==> src/hw/rtl/pfe_pkg.sv <==
`timescale 1ns / 1ps

package pfe_pkg;

   typedef logic [4:0] letter_type;
   typedef logic [4:0] addr_type;
   typedef logic [2:0] rc_type;

   localparam letter_type LETTER_X  = 5'd23;
   localparam letter_type LETTER_J  = 5'd9;
   localparam letter_type LETTER_I  = 5'd8;
   localparam letter_type ALPHABET  = 5'd26;
   localparam addr_type   CELLS     = 5'd25;
   localparam rc_type     SIDE      = 3'd5;
   localparam rc_type     END_SHIFT = 3'd3;

   typedef enum logic [2:0] {
      CMD_CLEAR  = 3'd0,
      CMD_KEY    = 3'd1,
      CMD_FINISH = 3'd2,
      CMD_PLAIN  = 3'd3,
      CMD_END    = 3'd4
   } cmd_type;

   typedef struct packed {
      addr_type a;
      addr_type b;
   } addr_pair_type;

   // row of a cell: p/5 as (p*13)>>6, exact for 0..24
   function automatic rc_type pos_row(input addr_type p);
      logic [9:0] prod;
      prod = 10'(p) * 10'd13;
      return rc_type'(prod >> 6);
   endfunction

   function automatic rc_type pos_col(input addr_type p);
      rc_type r;
      r = pos_row(p);
      return rc_type'(p - addr_type'(5'(r) * 5'(SIDE)));
   endfunction

   function automatic rc_type wrap_inc(input rc_type v);
      return (v == SIDE - 3'd1) ? 3'd0 : v + 3'd1;
   endfunction

   function automatic addr_type cell_addr(input rc_type r, input rc_type c);
      return addr_type'(5'(r) * 5'(SIDE) + 5'(c));
   endfunction

   // cell addresses of the two output letters for a pair or a lone letter
   function automatic addr_pair_type cipher_addr(input addr_type p, input addr_type q,
                                                 input logic lone);
      rc_type        r1;
      rc_type        c1;
      rc_type        r2;
      rc_type        c2;
      rc_type        cs;
      addr_pair_type res;
      r1 = pos_row(p);
      c1 = pos_col(p);
      r2 = pos_row(q);
      c2 = pos_col(q);
      cs = c1 + END_SHIFT;
      if (cs >= SIDE) begin
         cs = cs - SIDE;
      end
      if (lone) begin
         res.a = cell_addr(r1, cs);
         res.b = cell_addr(SIDE - 3'd1, c1);
      end else if (r1 == r2) begin
         res.a = cell_addr(r1, wrap_inc(c1));
         res.b = cell_addr(r2, wrap_inc(c2));
      end else if (c1 == c2) begin
         res.a = cell_addr(wrap_inc(r1), c1);
         res.b = cell_addr(wrap_inc(r2), c2);
      end else begin
         res.a = cell_addr(r1, c2);
         res.b = cell_addr(r2, c1);
      end
      return res;
   endfunction

endpackage

==> src/hw/rtl/playfair_encryptor.sv <==
`timescale 1ns / 1ps

// Playfair encryptor over letter indices a=0 .. z=25.
// Request channel (req_*): tuser carries the command (clear, key letter, finish key,
// plaintext letter, end of message), tdata the letter. Response channel (rsp_*):
// tdata carries a cipher letter, tlast marks the second letter of each emitted pair.
// One request is worked on at a time; req_tready is high only while the block is idle.
// Clear, key letters and requests that start no cipher pair are done in the cycle in
// which they are taken. Finish walks the alphabet through the shared placement path,
// one letter a cycle. A plaintext letter that completes a pair, or an end of message
// with a lone letter, reads two positions and then two cells through the single read
// ports of the position and square memories (via ST_POSB, ST_CALC, ST_SQB); the first
// letter is shown in ST_OUT0, the second in ST_OUT1 once the first is taken.
// When rsp_tready is low the current letter holds on rsp_tdata and no new request
// is taken. Reset clears the used-letter marks, the fill count and the pending
// letter; the square and position memories keep their contents and need no
// clearing pass.
module playfair_encryptor
   import pfe_pkg::*;
(
   input  logic       clock,
   input  logic       reset,
   input  logic       req_tvalid,
   output logic       req_tready,
   input  logic [7:0] req_tdata,   // [4:0] letter, [7:5] zero
   input  logic [2:0] req_tuser,   // [2:0] cmd
   output logic       rsp_tvalid,
   input  logic       rsp_tready,
   output logic [7:0] rsp_tdata,   // [4:0] cipher_letter, [7:5] zero
   output logic       rsp_tlast
);

   typedef enum logic [2:0] {
      ST_IDLE,
      ST_FILL,
      ST_POSB,
      ST_CALC,
      ST_SQB,
      ST_OUT0,
      ST_OUT1
   } state_type;

   state_type            state_ff;
   logic [ALPHABET-1:0]  letter_used_ff;
   addr_type             fill_count_ff;
   logic                 pending_valid_ff;
   letter_type           pending_letter_ff;
   letter_type           fill_idx_ff;
   letter_type           second_ff;
   logic                 lone_ff;
   addr_type             p_ff;
   addr_type             addr_b_ff;
   letter_type           cell_a_ff;

   letter_type           square_ff [CELLS];
   addr_type             position_ff [ALPHABET];
   letter_type           sq_rd_ff;
   addr_type             pos_rd_ff;

   cmd_type              cmd;
   letter_type           letter_raw;
   logic                 letter_ok;
   letter_type           letter_map;
   logic                 accept;
   letter_type           place_letter;
   logic                 place_en;
   logic                 do_place;
   letter_type           second;
   logic                 plain_used;
   logic                 pair_go;
   logic                 end_go;
   letter_type           pos_raddr;
   logic                 pos_re;
   addr_type             sq_raddr;
   logic                 sq_re;
   addr_pair_type        addrs;

   assign cmd        = cmd_type'(req_tuser);
   assign letter_raw = req_tdata[4:0];
   assign letter_ok  = letter_raw < ALPHABET;
   assign letter_map = (letter_raw == LETTER_J) ? LETTER_I : letter_raw;
   assign req_tready = (state_ff == ST_IDLE);
   assign accept     = req_tvalid && req_tready;

   // key letters and the finish sweep share one placement path
   assign place_letter = (state_ff == ST_FILL) ? fill_idx_ff : letter_map;
   assign place_en     = (accept && cmd == CMD_KEY && letter_ok)
                      || (state_ff == ST_FILL && fill_idx_ff != LETTER_J);
   assign do_place     = place_en && fill_count_ff < CELLS && !letter_used_ff[place_letter];

   assign plain_used = letter_ok && letter_used_ff[letter_map];
   assign second     = (letter_map == pending_letter_ff) ? LETTER_X : letter_map;
   assign pair_go    = accept && cmd == CMD_PLAIN && plain_used && pending_valid_ff
                    && letter_used_ff[second] && letter_used_ff[pending_letter_ff];
   assign end_go     = accept && cmd == CMD_END && pending_valid_ff;

   assign pos_raddr = (state_ff == ST_IDLE) ? pending_letter_ff : second_ff;
   assign pos_re    = (state_ff == ST_IDLE) || (state_ff == ST_POSB);
   assign addrs     = cipher_addr(p_ff, pos_rd_ff, lone_ff);
   assign sq_raddr  = (state_ff == ST_CALC) ? addrs.a : addr_b_ff;
   assign sq_re     = (state_ff == ST_CALC) || (state_ff == ST_SQB);

   assign rsp_tvalid = (state_ff == ST_OUT0) || (state_ff == ST_OUT1);
   assign rsp_tlast  = (state_ff == ST_OUT1);
   assign rsp_tdata  = {3'b000, (state_ff == ST_OUT1) ? sq_rd_ff : cell_a_ff};

   always_ff @(posedge clock) begin
      if (do_place) begin
         square_ff[fill_count_ff] <= place_letter;
      end
      if (sq_re) begin
         sq_rd_ff <= square_ff[sq_raddr];
      end
   end

   always_ff @(posedge clock) begin
      if (do_place) begin
         position_ff[place_letter] <= fill_count_ff;
      end
      if (pos_re) begin
         pos_rd_ff <= position_ff[pos_raddr];
      end
   end

   always_ff @(posedge clock) begin
      if (reset) begin
         state_ff          <= ST_IDLE;
         letter_used_ff    <= '0;
         fill_count_ff     <= '0;
         pending_valid_ff  <= 1'b0;
         pending_letter_ff <= '0;
         fill_idx_ff       <= '0;
         lone_ff           <= 1'b0;
      end else begin
         if (do_place) begin
            letter_used_ff[place_letter] <= 1'b1;
            fill_count_ff                <= fill_count_ff + 5'd1;
         end
         unique case (state_ff)
            ST_IDLE: begin
               if (accept) begin
                  unique case (cmd)
                     CMD_CLEAR: begin
                        letter_used_ff   <= '0;
                        fill_count_ff    <= '0;
                        pending_valid_ff <= 1'b0;
                     end
                     CMD_FINISH: begin
                        fill_idx_ff <= '0;
                        state_ff    <= ST_FILL;
                     end
                     CMD_PLAIN: begin
                        if (plain_used) begin
                           if (!pending_valid_ff) begin
                              pending_valid_ff  <= 1'b1;
                              pending_letter_ff <= letter_map;
                           end else if (letter_map != pending_letter_ff) begin
                              pending_valid_ff <= 1'b0;
                           end
                        end
                        if (pair_go) begin
                           second_ff <= second;
                           lone_ff   <= 1'b0;
                           state_ff  <= ST_POSB;
                        end
                     end
                     CMD_END: begin
                        if (end_go) begin
                           pending_valid_ff <= 1'b0;
                           second_ff        <= pending_letter_ff;
                           lone_ff          <= 1'b1;
                           state_ff         <= ST_POSB;
                        end
                     end
                     default: begin
                     end
                  endcase
               end
            end
            ST_FILL: begin
               if (fill_idx_ff == ALPHABET - 5'd1) begin
                  state_ff <= ST_IDLE;
               end
               fill_idx_ff <= fill_idx_ff + 5'd1;
            end
            ST_POSB: begin
               p_ff     <= pos_rd_ff;
               state_ff <= ST_CALC;
            end
            ST_CALC: begin
               addr_b_ff <= addrs.b;
               state_ff  <= ST_SQB;
            end
            ST_SQB: begin
               cell_a_ff <= sq_rd_ff;
               state_ff  <= ST_OUT0;
            end
            ST_OUT0: begin
               if (rsp_tready) begin
                  state_ff <= ST_OUT1;
               end
            end
            ST_OUT1: begin
               if (rsp_tready) begin
                  state_ff <= ST_IDLE;
               end
            end
            default: begin
               state_ff <= ST_IDLE;
            end
         endcase
      end
   end

`ifndef SYNTH
   a_fill_bound: assert property (@(posedge clock) disable iff (reset)
      fill_count_ff <= CELLS)
      else $error("fill count beyond square size");

   a_busy_while_out: assert property (@(posedge clock) disable iff (reset)
      rsp_tvalid |-> !req_tready)
      else $error("request taken while a response is pending");

   a_idle_after_pair: assert property (@(posedge clock) disable iff (reset)
      rsp_tvalid && rsp_tready && rsp_tlast |=> req_tready)
      else $error("not idle after second letter");

   a_pending_used: assert property (@(posedge clock) disable iff (reset)
      pending_valid_ff |-> letter_used_ff[pending_letter_ff])
      else $error("pending letter not in square");

   a_second_follows: assert property (@(posedge clock) disable iff (reset)
      rsp_tvalid && rsp_tready && !rsp_tlast |=> rsp_tvalid && rsp_tlast)
      else $error("first letter not followed by second");
`endif

endmodule

==> config.mk <==
export PLATFORM = sky130hd
export DESIGN_NAME = playfair_encryptor
export DESIGN_NICKNAME = d
export VERILOG_FILES = /design/src/hw/rtl/pfe_pkg.sv /design/src/hw/rtl/playfair_encryptor.sv
export SDC_FILE = /design/constraint.sdc
export NUM_CORES = 1
export LEC_CHECK = 0
export ABC_AREA = 1
export CORE_ASPECT_RATIO = 0.7
export CORE_MARGIN = 2
export CORE_UTILIZATION = 40
export DETAILED_ROUTE_END_ITERATION = 16
export DONT_BUFFER_PORTS = 1
export GPL_ROUTABILITY_DRIVEN = 0
export GPL_TIMING_DRIVEN = 1
export PLACE_DENSITY = 0.5
export SLEW_MARGIN = 40
export SYNTH_ARGS = -nofsm -noshare
export SYNTH_HDL_FRONTEND = slang
export SYNTH_SLANG_ARGS = --single-unit
==> constraint.sdc <==
create_clock -name clock -period 7.4 [get_ports clock]
set_clock_uncertainty 0.15 [all_clocks]
set_input_delay 0.37 -clock clock [delete_from_list [all_inputs] [get_ports clock]]
set_output_delay 0.37 -clock clock [all_outputs]
set_load 0.1 [all_outputs]
# Yosys cells after proc, flatten, opt, wreduce, memory -nomap -nowiden
# Memory sizes are Yosys's and may differ from the RTL's. A register that Yosys moved wholly into a read port is not among the register bits.
# Cells that the tools add are included.
# word_totals
register_bits	66
ramBits	255
elab_cells	170
n_memories	2
# op_classes
add_sub_neg	18
multipliers	6
order_cmp	8
eq_ne	32
mux	56
bitwise	3
reduce_logical	34
# memory_table
name	words	word_bits	rd	rd_ports_with_merged_regs	wr	line_no	text
position_ff	26	5	1	1	1	playfair_encryptor.sv:56	addr_type position_ff [ALPHABET];
square_ff	25	5	1	1	1	playfair_encryptor.sv:55	letter_type square_ff [CELLS];
# op_table
cell	count
26-bit two-way mux	4
5-bit two-way mux	14
5-bit by 3-bit adder with 5-bit output	7
3-bit two-way mux	11
10-bit two-way mux	3
26-bit OR	1
3-bit == test (second input constant)	8
5-bit by 6-bit less-than comparator with 1-bit output (second input constant)	4
3-bit one-hot mux with 7 select lines	1
1-bit binary-select mux with 5-bit select	4
3-bit by 3-bit multiplier with 5-bit output (second input constant)	4
5-bit one-hot mux with 2 select lines	2
5-bit by 4-bit multiplier with 9-bit output (second input constant)	2
1-bit logical AND	15
5-bit AND reduction	3
1-bit two-way mux	13
3-bit by 1-bit adder with 3-bit output (second input constant)	4
3-bit by 2-bit == test with 1-bit output (second input constant)	4
5-bit by 1-bit adder with 5-bit output (second input constant)	2
5-bit less-than comparator (second input constant)	2
2-bit != test (second input constant)	5
3-bit one-hot mux with 3 select lines	1
7-bit AND reduction	1
3-bit by 1-bit == test with 1-bit output (second input constant)	2
27 further kinds	40

# Longest topological paths before layout
# logic_depth
word_depth	13
mapped_depth	36
depth_no_buf	34

# Least setup slack after synthesis
# No wires, ideal clock.
# synth_path
path_type	reg2reg
startpoint	register p_ff[2]
endpoint	register sq_rd_ff[0] (read register of square_ff) (data pin)
t_arrival_ns	5.645
required_ns	6.997
slack_ns	1.353
stages_incl_launch_ff	35
path_buffers	1
period_less_slack_ns	6.047
cell_sequence	edfxtp_1 -> ha_1 -> fa_1 -> ha_1 -> nand2_1 -> inv_1 -> nand2_1 -> nand2_2 -> nand3_1 -> nand2_1 -> nor2_1 -> fa_1 -> inv_1 -> ha_1 -> inv_1 -> nor2_1 -> inv_1 -> o21ai_0 -> xor2_1 -> ha_1 -> inv_1 -> fa_1 -> nor2_1 -> inv_1 -> a21oi_1 -> nor2_1 -> nand2_1 -> nand2_2 -> inv_1 -> buf_2 -> nand3_1 -> nand3_1 -> nand2_1 -> nand2_1 -> nand2_1
# synth_between
elab_chain_len	9
word_cells_on_any_way	24
classes_between	9 x add/sub; 3 x mul; 1 x order compare; 4 x eq/ne; 7 x mux
# synth_lines
element	line_no	text
start, declared	playfair_encryptor.sv:51	addr_type p_ff;
start signal, assigned	playfair_encryptor.sv:187	p_ff <= pos_rd_ff;
5-bit by 4-bit multiplier with 9-bit output	pfe_pkg.sv:33	prod = 10'(p) * 10'd13;
3-bit by 3-bit multiplier with 5-bit output (tied with other cells)	pfe_pkg.sv:48	return addr_type'(5'(r) * 5'(SIDE) + 5'(c));
3-bit subtractor or 3-bit two-way mux (tied branches)	pfe_pkg.sv:40, pfe_pkg.sv:44	
3-bit by 2-bit adder with 3-bit output (tied with other cells)	pfe_pkg.sv:64	cs = c1 + END_SHIFT;
3-bit subtractor (tied with other cells)	pfe_pkg.sv:66	cs = cs - SIDE;
3-bit two-way mux (tied with other cells)	pfe_pkg.sv:65	if (cs >= SIDE) begin
5-bit by 3-bit adder with 5-bit output or 10-bit two-way mux (tied branches)	pfe_pkg.sv:48, pfe_pkg.sv:71	
10-bit two-way mux (*)	pfe_pkg.sv:68	if (lone) begin
5-bit two-way mux (*)	playfair_encryptor.sv:100	assign sq_raddr = (state_ff == ST_CALC) ? addrs.a : addr_b_ff;
end, declared	playfair_encryptor.sv:57	letter_type sq_rd_ff;
# Every way passes the cells marked *; elsewhere a longest branch is shown, timed or not.
# A chain may end at the register's enable or synchronous reset.

# Final worst setup path
# layout_path
startpoint	register p_ff[2]
endpoint	register sq_rd_ff[2] (read register of square_ff) (data pin)
# Same word-level chain as after synthesis.

==> impl_metrics.py <==
metrics = {
    "run_status": {
        "status": "completed",
    },
    "logic_synthesis": {
        "synth.area.top_cells": "edfxtp_1, nand2_1, nand3_1",
        "synth_top_family_by_area": "simple AND/OR/NAND/NOR gates",
        "avgSynthCellArea_um2": 9.10,
        "synth-compound-area-share_pct": 9.75,
        "synth_warnings": 0,
        "synthArstFlopShare_pct": 0,
        "synth_xor_area_share_pct": 1.24,
        "netlist-cell-type-count": 49,
        "synth_ff_type": "edfxtp_1",
        "synth_most_common_cell": "nand2_1",
        "synth-adder-area-share_pct": 6.63,
        "synth_commonest_cells": "nand2_1, edfxtp_1, inv_1, nor2_1, nand3_1",
        "synth-seq-cells": 331,
        "seq_area_frac_synth_pct": 53.7,
        "synth.area.mux_share_pct": 0.319,
        "syn_area_mm2": 0.0177,
        "synth-edff-count": 285,
        "synthCells": 1941,
        "synth-simple-area-share_pct": 20.8,
        "yosysTopAreaCell": "edfxtp_1",
        "synth_top_area_share_pct": 48.4,
    },
    "routing": {
        "drtIter0Drc": 1068,
        "ant_nets": 0,
        "wl_per_cell_um": 18.6,
        "via_per_inst": 5.25,
        "vias": 13429,
        "drt-total-wl_um": 47600,
        "first_pass_iters": 6,
        "drc_errors": 0,
    },
    "finish": {
        "area_growth_pct": 10.7,
        "nets": 2039,
        "antennaDiodeCount": 0,
        "drive_gt1_share_pct": 7.68,
    },
    "placement": {
        "port_buffers": 0,
        "hpwl_um": 32300,
    },
    "setup_path": {
        "critical_path_arrival_ps": 6870,
        "critPathCaptureType": "flop",
        "critPathTopFamily": "adder cells",
        "critical_path.slowest_cell": "fa_1",
        "cp-start-kind": "flop",
        "critPathMaxStageDelay_ps": 510,
        "timing.rr.start": "p_ff[2]",
        "required_ps": 7520,
        "crit_top_cell": "nand2_1",
        "cp.buffers_inverters": 7,
        "crit_fanout": 15,
        "crit_type": "flop to flop",
        "startpoint": "p_ff[2]",
    },
    "clock_network": {
        "cts_buffers": 37,
        "h-tree-depth": 2,
        "clock_latency_ps": 540,
        "path_clk_slew_ps": 60,
        "cts-root-buf": "clkbuf_16",
        "cts_sinks": 331,
        "cts_resized": 0,
        "cts_tree": "done",
        "clk_path_buf_depth": 3,
    },
    "sta": {
        "rsz0062_at_grt": "no",
        "setup-tns-final_ps": 0,
        "worst_pin_slew_ps": 844,
        "period_share_pct": 91.2,
        "finalHoldViolCount": 0,
        "fin_crit_ps": 6750,
        "holdWs_ps": 51.6,
        "max_freq_mhz": 148,
        "slew_headroom_pct": 43.2,
        "setup-violations-final": 0,
        "drv_slew": 0,
    },
    "global_routing": {
        "grt-ovfl-total": 0,
        "antenna_found_initial": 0,
        "grt_pass1_wl_um": 74300,
        "grt_pass1_vias": 12812,
        "grt_max_degree": 67,
        "grt_use_total_pct": 21.0,
    },
    "floorplanning": {
        "row_count": 64,
        "initial_core_util_pct": 40.5,
        "die_area_mm2": 0.0459,
        "core_area_mm2": 0.0436,
        "die_y_um": 180,
        "die_w_um": 255,
        "num_io_pins": 26,
    },
    "hold_path": {
        "hp-class": "input port to flop",
        "min_from": "req_tuser[2]",
    },
    "job": {
        "timing.max_cap.violations": 0,
    },
}
[repair_timing]
item                      in CTS  in global routing
hold buffers                   4                  0
hold endpoints to repair      20                  0
buffers inserted               0                  0
[logic make-up after synthesis]
kind of cell | Yosys count
adders and majority gates | 87
muxes | 5
DFF | 331
buffers and inverters | 338
AOI/OAI and AO/OA | 300
other | 1
xor gates and xnor gates | 25
and+or+nand+nor | 854
[cells in the final DEF (no fill, tap or decap), drive strengths merged, types with 3 or more instances in the layout]
cell         instances
inv                260
xnor2                7
clkbuf              56
a21oi               60
o2111ai              4
nor2               258
o21ai              165
xor2                18
nand3              201
or2                  3
conb                 3
fa                  11
buf                 25
o211ai              13
o22ai               26
nand2              339
edfxtp             285
clkinv              15
o221ai              14
a211oi               3
nand4               11
ha                  76
dlygate4sd3          4
nor3                16
a31oi                4
mux2                 5
o21a                 3
nand3b              23
dfxtp               46
[layout make-up]
cell class	instances	area, µm²
Timing Repair Buffer	30	265
Clock inverter	12	96.3
Sequential cell	331	9480
Tap cell	594	743
Fill cell	4195	24100
Inverter	263	987
Clock buffer	55	1060
Multi-Input combinational cell	1274	6920
[worst paths after layout]
| kind | slack, ps | endpoint | cells past startpoint |
|---|---|---|---|
| max reg2reg | 650 | sq_rd_ff[2] | 33 |
| min | 50 | pending_valid_ff | 3 |
| max | 650 | sq_rd_ff[2] | 33 |
| min reg2reg | 320 | letter_used_ff[4] | 2 |
[per-layer routing]
metal / wire, µm / up-vias / global-route usage [%]
met1: 23700 / 6406 / 32.9
met5: 0 / - / 0
met2: 19600 / 393 / 29.7
li1: - / 6554 / -
met4: 1240 / 0 / 6.13
met3: 3060 / 76 / 3.06
[per-stage QoR]
stage	utilization [%]	instance area, µm²	setup WS [ps]	instances
final	44.8	19600	650	2559
after global routing	44.8	19600	113	2559
after CTS	44.8	19500	651	2559
after detailed placement	42.0	18300	684	2488
after global placement	42.0	18300	717	2488
after floorplan	-	17700	1350	1943
[sequential cells by signal, indices dropped and copies added, names as in the netlist]
register,flops
position_ff,130
lone_ff,1
cell_a_ff,5
second_ff,5
sq_rd_ff,5
pending_valid_ff,1
fill_idx_ff,5
fill_count_ff,5
state_ff,3
addr_b_ff,5
square_ff,125
pos_rd_ff,5
p_ff,5
letter_used_ff,26
pending_letter_ff,5
[worst register-to-register path, delay by kind of cell (launching register included)]
family / cells / cell delay (ps)
adder cells (fa/ha/maj): 8 / 2860
AND/OR/NAND/NOR: 15 / 1540
buffers and inverters: 7 / 820
flip-flops: 1 / 470
AO/OA/AOI/OAI: 2 / 440
XOR/XNOR: 1 / 200
Power is left out: the tool's default activity adds up to more than one toggle a clock period on the data nets, which glitch-free logic cannot reach.
